===== config.mk =====
export PLATFORM = sky130hd
export DESIGN_NAME = srtf_scheduler_top_flat
export DESIGN_NICKNAME = d
export VERILOG_FILES = /design/src/rtl/srtf_pkg.sv /design/src/rtl/srtf_req_if.sv /design/src/rtl/srtf_res_if.sv /design/src/rtl/srtf_scheduler_top.sv /design/src/rtl/srtf_ram.sv /design/src/flat_wrapper.sv
export SDC_FILE = /design/constraint.sdc
export NUM_CORES = 2
export LEC_CHECK = 0
export BUFFER_PORTS_ARGS = -buffer_cell sky130_fd_sc_hd__buf_2
export CORE_ASPECT_RATIO = 0.7
export CORE_MARGIN = 3
export CORE_UTILIZATION = 60
export CTS_CLUSTER_DIAMETER = 40
export CTS_CLUSTER_SIZE = 16
export DETAILED_ROUTE_END_ITERATION = 7
export PLACE_DENSITY = 0.77
export SETUP_SLACK_MARGIN = 0.5
export SYNTH_ARGS = -nofsm -noshare
export SYNTH_HDL_FRONTEND = slang
export SYNTH_HIERARCHICAL = 1
export SYNTH_SLANG_ARGS = --single-unit

===== constraint.sdc =====
create_clock -name i_clk -period 15.31 [get_ports i_clk]
set_input_delay 3.062 -clock i_clk [delete_from_list [all_inputs] [get_ports i_clk]]
set_output_delay 3.062 -clock i_clk [all_outputs]
set_load 0.03 [all_outputs]

===== src/rtl/srtf_pkg.sv =====
// Package with the types and codes of the SRTF scheduler.
`timescale 1ns / 1ps

package srtf_pkg;

    localparam int JOB_W      = 8;
    localparam int BURST_IN_W = 16;
    localparam int STATUS_W   = 3;
    localparam int OUT_T_W    = 32;

    typedef enum logic {
        REQ_ARRIVE = 1'b0,
        REQ_TICK   = 1'b1
    } t_req_type;

    typedef enum logic [STATUS_W-1:0] {
        ST_ACCEPTED  = 3'd0,
        ST_FULL      = 3'd1,
        ST_BAD_BURST = 3'd2,
        ST_RAN       = 3'd3,
        ST_IDLE      = 3'd4
    } t_status;

    typedef enum logic [2:0] {
        S_IDLE,
        S_SCAN,
        S_LAST,
        S_FIN,
        S_EMIT
    } t_state;

    typedef struct packed {
        t_status              status;
        logic [JOB_W-1:0]     ran_id;
        logic [OUT_T_W-1:0]   tick_time;
        logic                 finished;
        logic [OUT_T_W-1:0]   turnaround;
        logic [OUT_T_W-1:0]   waiting;
    } t_res;

endpackage


===== src/rtl/srtf_req_if.sv =====
// Request channel interface of the SRTF scheduler.
`timescale 1ns / 1ps

interface srtf_req_if;
    import srtf_pkg::*;

    logic                  valid;
    logic                  ready;
    logic                  req_type;
    logic [JOB_W-1:0]      job_id;
    logic [BURST_IN_W-1:0] burst_len;

    modport source (output valid, output req_type, output job_id, output burst_len,
                    input ready);
    modport sink   (input valid, input req_type, input job_id, input burst_len,
                    output ready);
endinterface


===== src/rtl/srtf_res_if.sv =====
// Result channel interface of the SRTF scheduler.
`timescale 1ns / 1ps

interface srtf_res_if;
    import srtf_pkg::*;

    logic                valid;
    logic                ready;
    logic [STATUS_W-1:0] status;
    logic [JOB_W-1:0]    ran_id;
    logic [OUT_T_W-1:0]  tick_time;
    logic                finished;
    logic [OUT_T_W-1:0]  turnaround;
    logic [OUT_T_W-1:0]  waiting;

    modport source (output valid, output status, output ran_id, output tick_time,
                    output finished, output turnaround, output waiting, input ready);
    modport sink   (input valid, input status, input ran_id, input tick_time,
                    input finished, input turnaround, input waiting, output ready);
endinterface


===== src/rtl/srtf_scheduler_top.sv =====
// Top level of the preemptive shortest-remaining-time-first job scheduler.
//
//   Channel   Dir   Modport  Transaction
//   i_req     in    sink     one arrival (job_id, burst_len) or one tick
//   o_res     out   source   one result per request: status, run info, times
//
// An arrival is handled in the accept cycle, at whose end its result is registered:
// the lowest free slot is found from the valid flags and both memories are written in
// the accept cycle. For a tick the remaining-time memory is read one slot per cycle
// through its single read port and a single comparator keeps the running minimum;
// then S_LAST reads the winner's record alongside the final compare and S_FIN
// writes its decremented remaining time back.
// Reset clears the valid flags, the time counter and all control state at once;
// the memories need no clearing pass since an entry is only used once it is valid.
// A stalled result keeps the next one in the emit state; requests wait for S_IDLE.
`timescale 1ns / 1ps

module srtf_scheduler_top #(
    parameter int SLOTS      = 16,
    parameter int TIME_BITS  = 32,
    parameter int BURST_BITS = 16
) (
    input  logic         i_clk,
    input  logic         i_rst_n,
    srtf_req_if.sink     i_req,
    srtf_res_if.source   o_res
);
    import srtf_pkg::*;

    localparam int IW     = $clog2(SLOTS);
    localparam int INFO_W = JOB_W + BURST_BITS + TIME_BITS;
    localparam logic [IW-1:0] LAST_IDX = IW'(SLOTS - 1);

    // Control registers.
    t_state               r_state, n_state;
    logic [SLOTS-1:0]     r_valid, n_valid;
    logic [TIME_BITS-1:0] r_now, n_now;
    logic                 r_best_vld, n_best_vld;
    logic                 r_o_valid, n_o_valid;

    // Working and payload registers.
    logic [TIME_BITS-1:0]  r_tick_t, n_tick_t;
    logic [IW-1:0]         r_scan, n_scan;
    logic [IW-1:0]         r_rd_idx, n_rd_idx;
    logic [IW-1:0]         r_best, n_best;
    logic [BURST_BITS-1:0] r_best_rem, n_best_rem;
    t_res                  r_res, n_res;
    t_res                  r_o_res, n_o_res;

    // Memory ports.
    logic                  mem_we_rem;
    logic                  mem_we_info;
    logic [IW-1:0]         mem_waddr;
    logic [IW-1:0]         mem_raddr;
    logic [BURST_BITS-1:0] rem_wdata, rem_rdata;
    logic [INFO_W-1:0]     info_wdata, info_rdata;

    // Decoded request and helpers.
    logic                  in_acc;
    logic                  out_free;
    logic [BURST_BITS-1:0] burst_w;
    logic [IW-1:0]         free_idx;
    logic                  have_free;
    logic                  take;
    logic [JOB_W-1:0]      info_job;
    logic [BURST_BITS-1:0] info_burst;
    logic [TIME_BITS-1:0]  info_arr;
    logic [BURST_BITS-1:0] rem_new;
    logic [TIME_BITS-1:0]  turn_t, wait_t;
    logic [63:0]           tick64, turn64, wait64;

    // Remaining time per slot, read once per slot during the scan.
    srtf_ram #(.WIDTH(BURST_BITS), .DEPTH(SLOTS)) u_rem_ram (
        .i_clk   (i_clk),
        .i_we    (mem_we_rem),
        .i_waddr (mem_waddr),
        .i_wdata (rem_wdata),
        .i_raddr (mem_raddr),
        .o_rdata (rem_rdata)
    );

    // Job id, burst and arrival stamp per slot, read once for the winner.
    srtf_ram #(.WIDTH(INFO_W), .DEPTH(SLOTS)) u_info_ram (
        .i_clk   (i_clk),
        .i_we    (mem_we_info),
        .i_waddr (mem_waddr),
        .i_wdata (info_wdata),
        .i_raddr (mem_raddr),
        .o_rdata (info_rdata)
    );

    assign in_acc   = i_req.valid && i_req.ready;
    assign out_free = !r_o_valid || o_res.ready;
    assign burst_w  = BURST_BITS'(i_req.burst_len);

    // Lowest free slot from the valid flags.
    always_comb begin
        free_idx = '0;
        for (int i = SLOTS - 1; i >= 0; i--) begin
            if (!r_valid[i]) begin
                free_idx = IW'(i);
            end
        end
    end
    assign have_free = ~&r_valid;

    // The slot whose data just came back replaces the best one only when strictly
    // smaller, so ties keep the lower slot.
    assign take = r_valid[r_rd_idx] && (!r_best_vld || (rem_rdata < r_best_rem));

    assign info_job   = info_rdata[INFO_W-1 -: JOB_W];
    assign info_burst = info_rdata[TIME_BITS +: BURST_BITS];
    assign info_arr   = info_rdata[TIME_BITS-1:0];
    assign rem_new    = r_best_rem - BURST_BITS'(1);
    // r_now has already been advanced, so it holds the finish time here.
    assign turn_t     = r_now - info_arr;
    assign wait_t     = turn_t - TIME_BITS'(info_burst);
    assign tick64     = 64'(r_tick_t);
    assign turn64     = 64'(turn_t);
    assign wait64     = 64'(wait_t);

    always_comb begin
        n_state    = r_state;
        n_valid    = r_valid;
        n_now      = r_now;
        n_best_vld = r_best_vld;
        n_o_valid  = r_o_valid;
        n_tick_t   = r_tick_t;
        n_scan     = r_scan;
        n_rd_idx   = r_rd_idx;
        n_best     = r_best;
        n_best_rem = r_best_rem;
        n_res      = r_res;
        n_o_res    = r_o_res;

        mem_we_rem  = 1'b0;
        mem_we_info = 1'b0;
        mem_waddr   = free_idx;
        mem_raddr   = r_scan;
        rem_wdata   = burst_w;
        info_wdata  = {i_req.job_id, burst_w, r_now};

        if (r_o_valid && o_res.ready) begin
            n_o_valid = 1'b0;
        end

        case (r_state)
            S_IDLE: begin
                if (in_acc) begin
                    if (i_req.req_type == REQ_TICK) begin
                        n_tick_t   = r_now;
                        n_now      = r_now + TIME_BITS'(1);
                        mem_raddr  = '0;
                        n_rd_idx   = '0;
                        n_scan     = IW'(1);
                        n_best_vld = 1'b0;
                        n_state    = S_SCAN;
                    end else begin
                        n_res = '0;
                        if (burst_w == '0) begin
                            n_res.status = ST_BAD_BURST;
                        end else if (!have_free) begin
                            n_res.status = ST_FULL;
                        end else begin
                            n_res.status      = ST_ACCEPTED;
                            mem_we_rem        = 1'b1;
                            mem_we_info       = 1'b1;
                            n_valid[free_idx] = 1'b1;
                        end
                        n_state = S_EMIT;
                    end
                end
            end
            S_SCAN: begin
                mem_raddr = r_scan;
                n_rd_idx  = r_scan;
                if (take) begin
                    n_best     = r_rd_idx;
                    n_best_rem = rem_rdata;
                    n_best_vld = 1'b1;
                end
                if (r_scan == LAST_IDX) begin
                    n_state = S_LAST;
                end else begin
                    n_scan = r_scan + IW'(1);
                end
            end
            S_LAST: begin
                // Final compare; the winner's record is read right away.
                mem_raddr = r_best;
                if (take) begin
                    n_best     = r_rd_idx;
                    n_best_rem = rem_rdata;
                    n_best_vld = 1'b1;
                    mem_raddr  = r_rd_idx;
                end
                n_state = S_FIN;
            end
            S_FIN: begin
                mem_raddr       = r_best;
                n_res           = '0;
                n_res.tick_time = tick64[OUT_T_W-1:0];
                if (!r_best_vld) begin
                    n_res.status = ST_IDLE;
                end else begin
                    n_res.status = ST_RAN;
                    n_res.ran_id = info_job;
                    mem_we_rem   = 1'b1;
                    mem_waddr    = r_best;
                    rem_wdata    = rem_new;
                    if (rem_new == '0) begin
                        n_valid[r_best]  = 1'b0;
                        n_res.finished   = 1'b1;
                        n_res.turnaround = turn64[OUT_T_W-1:0];
                        n_res.waiting    = wait64[OUT_T_W-1:0];
                    end
                end
                n_state = S_EMIT;
            end
            S_EMIT: begin
                if (out_free) begin
                    n_o_valid = 1'b1;
                    n_o_res   = r_res;
                    n_state   = S_IDLE;
                end
            end
            default: begin
                n_state = S_IDLE;
            end
        endcase
    end

    always_ff @(posedge i_clk) begin
        if (!i_rst_n) begin
            r_state    <= S_IDLE;
            r_valid    <= '0;
            r_now      <= '0;
            r_best_vld <= 1'b0;
            r_o_valid  <= 1'b0;
        end else begin
            r_state    <= n_state;
            r_valid    <= n_valid;
            r_now      <= n_now;
            r_best_vld <= n_best_vld;
            r_o_valid  <= n_o_valid;
        end
    end

    always_ff @(posedge i_clk) begin
        r_tick_t   <= n_tick_t;
        r_scan     <= n_scan;
        r_rd_idx   <= n_rd_idx;
        r_best     <= n_best;
        r_best_rem <= n_best_rem;
        r_res      <= n_res;
        r_o_res    <= n_o_res;
    end

    assign i_req.ready      = (r_state == S_IDLE) && i_rst_n;
    assign o_res.valid      = r_o_valid;
    assign o_res.status     = r_o_res.status;
    assign o_res.ran_id     = r_o_res.ran_id;
    assign o_res.tick_time  = r_o_res.tick_time;
    assign o_res.finished   = r_o_res.finished;
    assign o_res.turnaround = r_o_res.turnaround;
    assign o_res.waiting    = r_o_res.waiting;
endmodule


===== src/rtl/srtf_ram.sv =====
// Generic single-write, single-read RAM with registered read data.
`timescale 1ns / 1ps

module srtf_ram #(
    parameter int WIDTH = 8,
    parameter int DEPTH = 16,
    localparam int AW   = $clog2(DEPTH)
) (
    input  logic             i_clk,
    input  logic             i_we,
    input  logic [AW-1:0]    i_waddr,
    input  logic [WIDTH-1:0] i_wdata,
    input  logic [AW-1:0]    i_raddr,
    output logic [WIDTH-1:0] o_rdata
);
    logic [WIDTH-1:0] mem [DEPTH];
    logic [WIDTH-1:0] r_rdata;

    always_ff @(posedge i_clk) begin
        if (i_we) begin
            mem[i_waddr] <= i_wdata;
        end
        r_rdata <= mem[i_raddr];
    end

    assign o_rdata = r_rdata;
endmodule


===== src/flat_wrapper.sv =====
// flat-port wrapper written by rule: the top's interface ports become plain ports
module srtf_scheduler_top_flat import srtf_pkg::*;
#(
    parameter int SLOTS      = 16,
    parameter int TIME_BITS  = 32,
    parameter int BURST_BITS = 16
)
  (i_clk, i_rst_n, i_req_valid, i_req_req_type, i_req_job_id, i_req_burst_len, i_req_ready, o_res_valid, o_res_status, o_res_ran_id, o_res_tick_time, o_res_finished, o_res_turnaround, o_res_waiting, o_res_ready);
  srtf_req_if i_req_i ();
  srtf_res_if o_res_i ();
  input  logic i_clk;
  input  logic i_rst_n;
  input wire logic [$bits(i_req_i.valid)-1:0] i_req_valid;
  input wire logic [$bits(i_req_i.req_type)-1:0] i_req_req_type;
  input wire logic [$bits(i_req_i.job_id)-1:0] i_req_job_id;
  input wire logic [$bits(i_req_i.burst_len)-1:0] i_req_burst_len;
  output wire logic [$bits(i_req_i.ready)-1:0] i_req_ready;
  output wire logic [$bits(o_res_i.valid)-1:0] o_res_valid;
  output wire logic [$bits(o_res_i.status)-1:0] o_res_status;
  output wire logic [$bits(o_res_i.ran_id)-1:0] o_res_ran_id;
  output wire logic [$bits(o_res_i.tick_time)-1:0] o_res_tick_time;
  output wire logic [$bits(o_res_i.finished)-1:0] o_res_finished;
  output wire logic [$bits(o_res_i.turnaround)-1:0] o_res_turnaround;
  output wire logic [$bits(o_res_i.waiting)-1:0] o_res_waiting;
  input wire logic [$bits(o_res_i.ready)-1:0] o_res_ready;
  assign i_req_i.valid = i_req_valid;
  assign i_req_i.req_type = i_req_req_type;
  assign i_req_i.job_id = i_req_job_id;
  assign i_req_i.burst_len = i_req_burst_len;
  assign i_req_ready = i_req_i.ready;
  assign o_res_valid = o_res_i.valid;
  assign o_res_status = o_res_i.status;
  assign o_res_ran_id = o_res_i.ran_id;
  assign o_res_tick_time = o_res_i.tick_time;
  assign o_res_finished = o_res_i.finished;
  assign o_res_turnaround = o_res_i.turnaround;
  assign o_res_waiting = o_res_i.waiting;
  assign o_res_i.ready = o_res_ready;
  srtf_scheduler_top #(.SLOTS(SLOTS), .TIME_BITS(TIME_BITS), .BURST_BITS(BURST_BITS)) u_core (.i_clk(i_clk), .i_rst_n(i_rst_n), .i_req(i_req_i), .o_res(o_res_i));
endmodule

---- Word level (Yosys, flattened, before mapping) ----
Memory sizes are Yosys's and may differ from the RTL's. A register that Yosys moved wholly into a read port is not among the register bits.
Index checks and enable logic that the tools add are counted.
storage, ports and cells
  output and inout port bits .............. 110
  bits in registers ....................... 329
  memory bits (writable) .................. 1152
  logic and storage cells ................. 157
  input port bits ......................... 29
  memories ................................ 2
memory list
  memory                 words  width  read ports  clocked after Yosys merged registers in  write ports  line            source
  u_core.u_info_ram.mem  16     56     1           1                                        1            srtf_ram.sv:16  logic [WIDTH-1:0] mem [DEPTH];
  u_core.u_rem_ram.mem   16     16     1           1                                        1            srtf_ram.sv:16
cells by class
  bitwise operators ....................... 3
  add/subtract/negate cells ............... 5
  multiplexer cells ....................... 76
  reduce and logical (&&, ||, !) cells .... 27
  eq/ne operators ......................... 16
  $lt $le $gt $ge ......................... 6
operator list
  operator               count
  $mux 108               2
  $pmux 108 s2           1
  $mux 65                2
  $mux 16                8
  $mux 4                 26
  $add 32x1->32 const B  1
  $logic_not 16->1       2
  $pmux 16 s2            1
  $sub 32x16->32         1
  $sub 32x32->32         1
  $mux 1                 20
  $mux 3                 6
  $and 16x16->16         1
  $lt 16x16->1           1
  $not 16->16            1
  $or 16x16->16          1
  $pmux 4 s2             2
  $reduce_and 16->1      1
  $sub 16x1->16 const B  1
  $lt 4x5->1 const B     3
  $pmux 3 s5             1
  $ne 2x1->1 const B     6
  $pmux 4 s3             1
  $reduce_and 3->1       4
  other kinds (20)       39

---- Depth between registers and ports, before layout ----
  depth in word-level cells ............... 26
  mapped depth ............................ 21
  gate-level depth less buffers ........... 21

---- By module ----
The synthesis kept the hierarchy.
modules (own cells, without submodules)
  module                        times used  area each (um^2)  cells an instance
  srtf_ram (u_core.u_info_ram)  1           34678.3           1445
  srtf_scheduler_top            1           16096.7           1360
  srtf_ram (u_core.u_rem_ram)   1           10042.1           432

---- Worst setup path after synthesis ----
OpenSTA, ideal clock, no wires.
  path type ............................... input-to-reg
  from .................................... input i_rst_n
  to ...................................... memory u_core/u_info_ram/mem[0][0] (netlist name), enable pin
  arrival ................................. 8.085 ns
  setup slack ............................. 6.686 ns
  data required time ...................... 14.771 ns
  library setup time ...................... 0.539 ns
  stages on the path ...................... 6
  cells stage by stage .................... and2_1 -> and3b_1 -> nand3_1 -> inv_1 -> or3b_2 -> nor3_1
between the ends
  longest elaborated chain between the ends .. 6
RTL lines
  what                          line                       source
  from (decl)                   flat_wrapper.sv:12         input logic i_rst_n;
  $logic_and 1x1->1             srtf_scheduler_top.sv:259  assign i_req.ready = (r_state == S_IDLE) && i_rst_n;
  $logic_and 1x1->1             srtf_scheduler_top.sv:92   assign in_acc = i_req.valid && i_req.ready;
  $mux 1                        srtf_scheduler_top.sv:149  if (in_acc) begin
  $mux 1                        srtf_scheduler_top.sv:147  case (r_state)
  via u_core.mem_we_info        srtf_scheduler_top.sv:52   logic mem_we_info;
  $mux 1                        srtf_ram.sv:20             if (i_we) begin
  $mux 1 (implied by the code)  srtf_ram.sv:21             mem[i_waddr] <= i_wdata;
  to (decl)                     srtf_ram.sv:16
The timed path passes the listed nets, and every way through them passes these cells.

---- Worst setup path after layout ----
  from .................................... input i_rst_n
  to ...................................... register u_core.u_info_ram.r_rdata[55] (netlist: u_core/u_info_ram/o_rdata[55]), read port of u_core.u_info_ram.mem
between the ends
  longest elaborated chain between the ends .. 4
RTL lines
  what                     line                       source
  $logic_and 1x1->1        srtf_scheduler_top.sv:259
  $logic_and 1x1->1        srtf_scheduler_top.sv:92
  $mux 4                   srtf_scheduler_top.sv:149
  $pmux 4 s3               srtf_scheduler_top.sv:147
  via u_core.mem_raddr[0]  srtf_scheduler_top.sv:54   logic [IW-1:0] mem_raddr;
  to (decl)                srtf_ram.sv:17             logic [WIDTH-1:0] r_rdata;
The timed path passes the listed nets, and every way through them passes these cells.
A chain may end at the register's enable or synchronous reset.

==> flow_metrics.py <==
metrics = {
    "status": {
        "outcome": "complete, no violations",
    },
    "min_path": {
        "hp-class": "reg -> reg",
        "hold_depth": 0,
        "holdCritStartpoint": "u_core/r_res[82]",
    },
    "sta": {
        "slew_violations": 0,
        "min_period_ns": 7.407,
        "relSlewSlack_pct": 10.17,
        "grt_setup_unrepaired": "no",
        "finalHoldViolations": 0,
        "worstMarginPinSlew_ns": 1.346,
        "setup_slack_ns": 7.903,
        "fin_setup_tns_ns": 0,
        "post-route-period-util_pct": 48.38,
        "hold_ws_ns": 0.4165,
        "fmax_mhz": 135.0,
        "fin_skew_ns": 0.03499,
        "setup_viol": 0,
    },
    "finish": {
        "final_common_cell": "edfxtp_1",
        "multi_input_area_um2": 14670,
        "drive_above_1_share_pct": 22.43,
        "area_growth_pct": 11.93,
        "mostFrequentLayoutCells": "1428 x edfxtp_1, 283 x mux4_2, 168 x nand2_1, 148 x clkbuf_16, 144 x a22oi_1",
        "nets": 3548,
        "fill_cells": 6233,
        "seqCellArea_um2": 45380,
    },
    "route": {
        "ant_nets": 0,
        "drt_iter0_drc": 4902,
        "firstDrtPassIters": 6,
        "drc": 0,
        "routed-via-count": 32590,
        "via_per_inst": 6.642,
        "totalWireLength_um": 145800,
        "wl_per_cell_um": 29.72,
    },
    "power": {
        "p_int_uw": 7443,
        "power_uw": 10110,
        "power_frac_seq_pct": 47.7,
        "p_per_area_nw_per_um2": 148.6,
        "pwr-share-clk_pct": 36.1,
        "netSwitchingFraction_pct": 26.41,
        "pwr-share-comb_pct": 16.2,
        "vdd_ir_drop_max_mv": 0.1274,
        "p_leak_uw": 0.02368,
        "switchingPower_uw": 2671,
    },
    "global_routing": {
        "grt_pass1_vias": 32480,
        "grt.total_usage_pct": 28.08,
        "grt_antenna_before_repair": 6,
        "grt_max_degree": 156,
        "grt_pass1_wl_um": 216000,
        "grt_overflow": 0,
    },
    "placement": {
        "pre_cts_ws_ns": 7.040,
        "place_congestion": 0.9259,
        "portBuffers": 138,
        "hpwl_um": 82210,
    },
    "die": {
        "initial_core_util_pct": 60.67,
        "rows": 97,
        "die_w_um": 386.5,
        "pin_count": 139,
        "die-area_um2": 105300,
        "core_um2": 100200,
        "die_y_um": 272.4,
    },
    "worst_setup_path": {
        "critPathArrivalTime_ns": 8.04,
        "cp-start-kind": "input port",
        "r2r_slack_ns": 9.18,
        "reg2reg_from": "u_core/r_best_rem[1]",
        "cp-startpoint": "i_rst_n",
        "criticalPathCategory": "in -> reg",
        "endpoint": "u_core/u_info_ram/o_rdata[55]",
        "r2r-end": "u_core/u_info_ram/o_rdata[55]",
        "crit_fanout": 59,
        "reg2reg_depth": 16,
        "critPathCaptureType": "flip-flop",
        "required_ns": 15.94,
    },
    "synth": {
        "synth_area_um2": 60820,
        "synth-main-ff-cell": "edfxtp_1",
        "yosys.area.top_type": "edfxtp_1",
        "ys_types": 96,
        "syn_nets": 3335,
        "yosysTopAreaCellShare_pct": 70.51,
        "syn_avg_cell_area_um2": 18.79,
        "synthArstFlopShare_pct": 0,
        "yosys_register_bits": 1553,
        "syn_inst": 3237,
        "yosysSeqAreaShare_pct": 74.62,
        "ys_warn_count": 6,
        "synth_edf_count": 1428,
        "synthTopCellsByArea": "edfxtp_1 71%, mux4_2 10%, dfxtp_1 4.1%",
    },
    "clocking": {
        "cts_resized": 0,
        "cts_buffer_depth": 3,
        "clockRootBuffer": "clkbuf_16",
        "insertion_delay_ns": 0.76,
        "cts_setup_buffers": 0,
        "cts_tree": "built",
        "cts_sinks": 1553,
        "cts_made_buffers": 141,
        "clk_pin_slew_ns": 0.07,
        "holdBufCountCts": 0,
        "htreeDepth": 4,
    },
    "flow_run": {
        "drv_cap": 0,
    },
}
worst max-delay path: stages:
cell and delay (ns):
buf_2 0.11, buf_4 0.31, and4_2 0.31, buf_4 0.33, o21bai_1 0.37, a221oi_1 0.14, o211ai_1 0.23, buf_4 0.72
buf_4 0.72, buf_4 0.64, mux4_2 0.58, a22oi_1 0.23, nand2_1 0.10
cells in the mapped netlist, drive strengths merged, types with 3 or more instances:
cell     count
inv         82
a211oi       9
and2        91
or3         11
mux2         4
a31o         3
o211ai      23
nor3        33
o31ai        7
or3b         3
o21bai       6
a2111oi      5
nor4        17
a21boi      15
nand4       24
ha          67
nand3       36
dfxtp      125
xnor2       60
and4         4
nand2      169
a21oi       47
or2          8
a21o        21
nand3b       5
mux4       293
nand2b      20
a221oi       6
a31oi        9
xor2        23
clkbuf      82
o2111ai      3
nor2b       16
buf         51
o21ai       74
and3        26
o22ai        6
a22oi      144
o31a         3
nor3b        4
edfxtp    1428
o21a        14
nor2       130
through the flow:
stage / util [%] / cell area [µm²] / instances
floorplan: - / 60820 / 3237
global placement: 63.07 / 63230 / 4643
detailed placement: 63.07 / 63230 / 4643
CTS: 67.89 / 68060 / 4903
global route: 67.90 / 68070 / 4905
finish: 67.90 / 68070 / 4906
power by group through the flow:
stage / Combinational (µW) / Clock, µW / Sequential, µW
final: 1640 / 3650 / 4820
after global routing: 1760 / 3870 / 4830
after CTS: 1610 / 3700 / 4820
after detailed placement: 1590 / 0 / 4910
after global placement: 1560 / 0 / 4910
after floorplan: 1180 / 0 / 4880
registers in the layout, indices dropped and copies added, names as in the netlist, 32 cells and up:
register and count:
u_core/o_res.tick_time 32, u_core/o_res.turnaround 32, u_core/o_res.waiting 32, u_core/r_now 32, u_core/r_res 108, u_core/r_tick_t 32, u_core/u_info_ram/mem 896, u_core/u_info_ram/o_rdata 56
u_core/u_rem_ram/mem 256
cell type report:
type / count / area share (%)
antenna: 3 / 0.01103
tap: 1336 / 2.456
multi-input combinational: 1469 / 21.55
clock buffer: 185 / 5.718
timing repair buffer: 203 / 1.768
inverter: 82 / 0.4522
sequential: 1553 / 66.67
clock inverter: 75 / 1.375
layer usage:
metal | track usage [%] | share of wire (%) | vias to the layer above
li1 | - | - | 13450
met1 | 42.90 | 40 | 16850
met2 | 41.41 | 45 | 2052
met3 | 6.530 | 12 | 237
met4 | 7.663 | 2.0 | 0
met5 | 0 | 0 | -
how the worst min path moves through the flow:
stage	to	slack, ns
6_report	u_core/o_res.tick_time[17]	0.42
3_3_place_gp	u_core/o_res.tick_time[22]	0.40
3_5_place_dp	u_core/o_res.turnaround[26]	0.40
4_1_cts	u_core/o_res.waiting[12]	0.42
2_1_floorplan	u_core/r_best_rem[0]	0.40
5_1_grt	u_core/o_res.waiting[16]	0.42
kinds of logic (layout without fill, tap and decap cells):
kind of cell / Yosys count / in the layout / synth area share, %
flip-flops: 1553 / 1553 / 74.62
AND/OR/NAND/NOR: 604 / 604 / 5.084
other: 0 / 3 / 0
XOR/XNOR: 83 / 83 / 1.263
AO/OA/AOI/OAI: 414 / 414 / 4.917
adder cells (fa/ha/maj): 69 / 69 / 1.444
multiplexers: 299 / 299 / 11.02
buffers and inverters: 215 / 545 / 1.650
(Power assumes the default switching activity.)
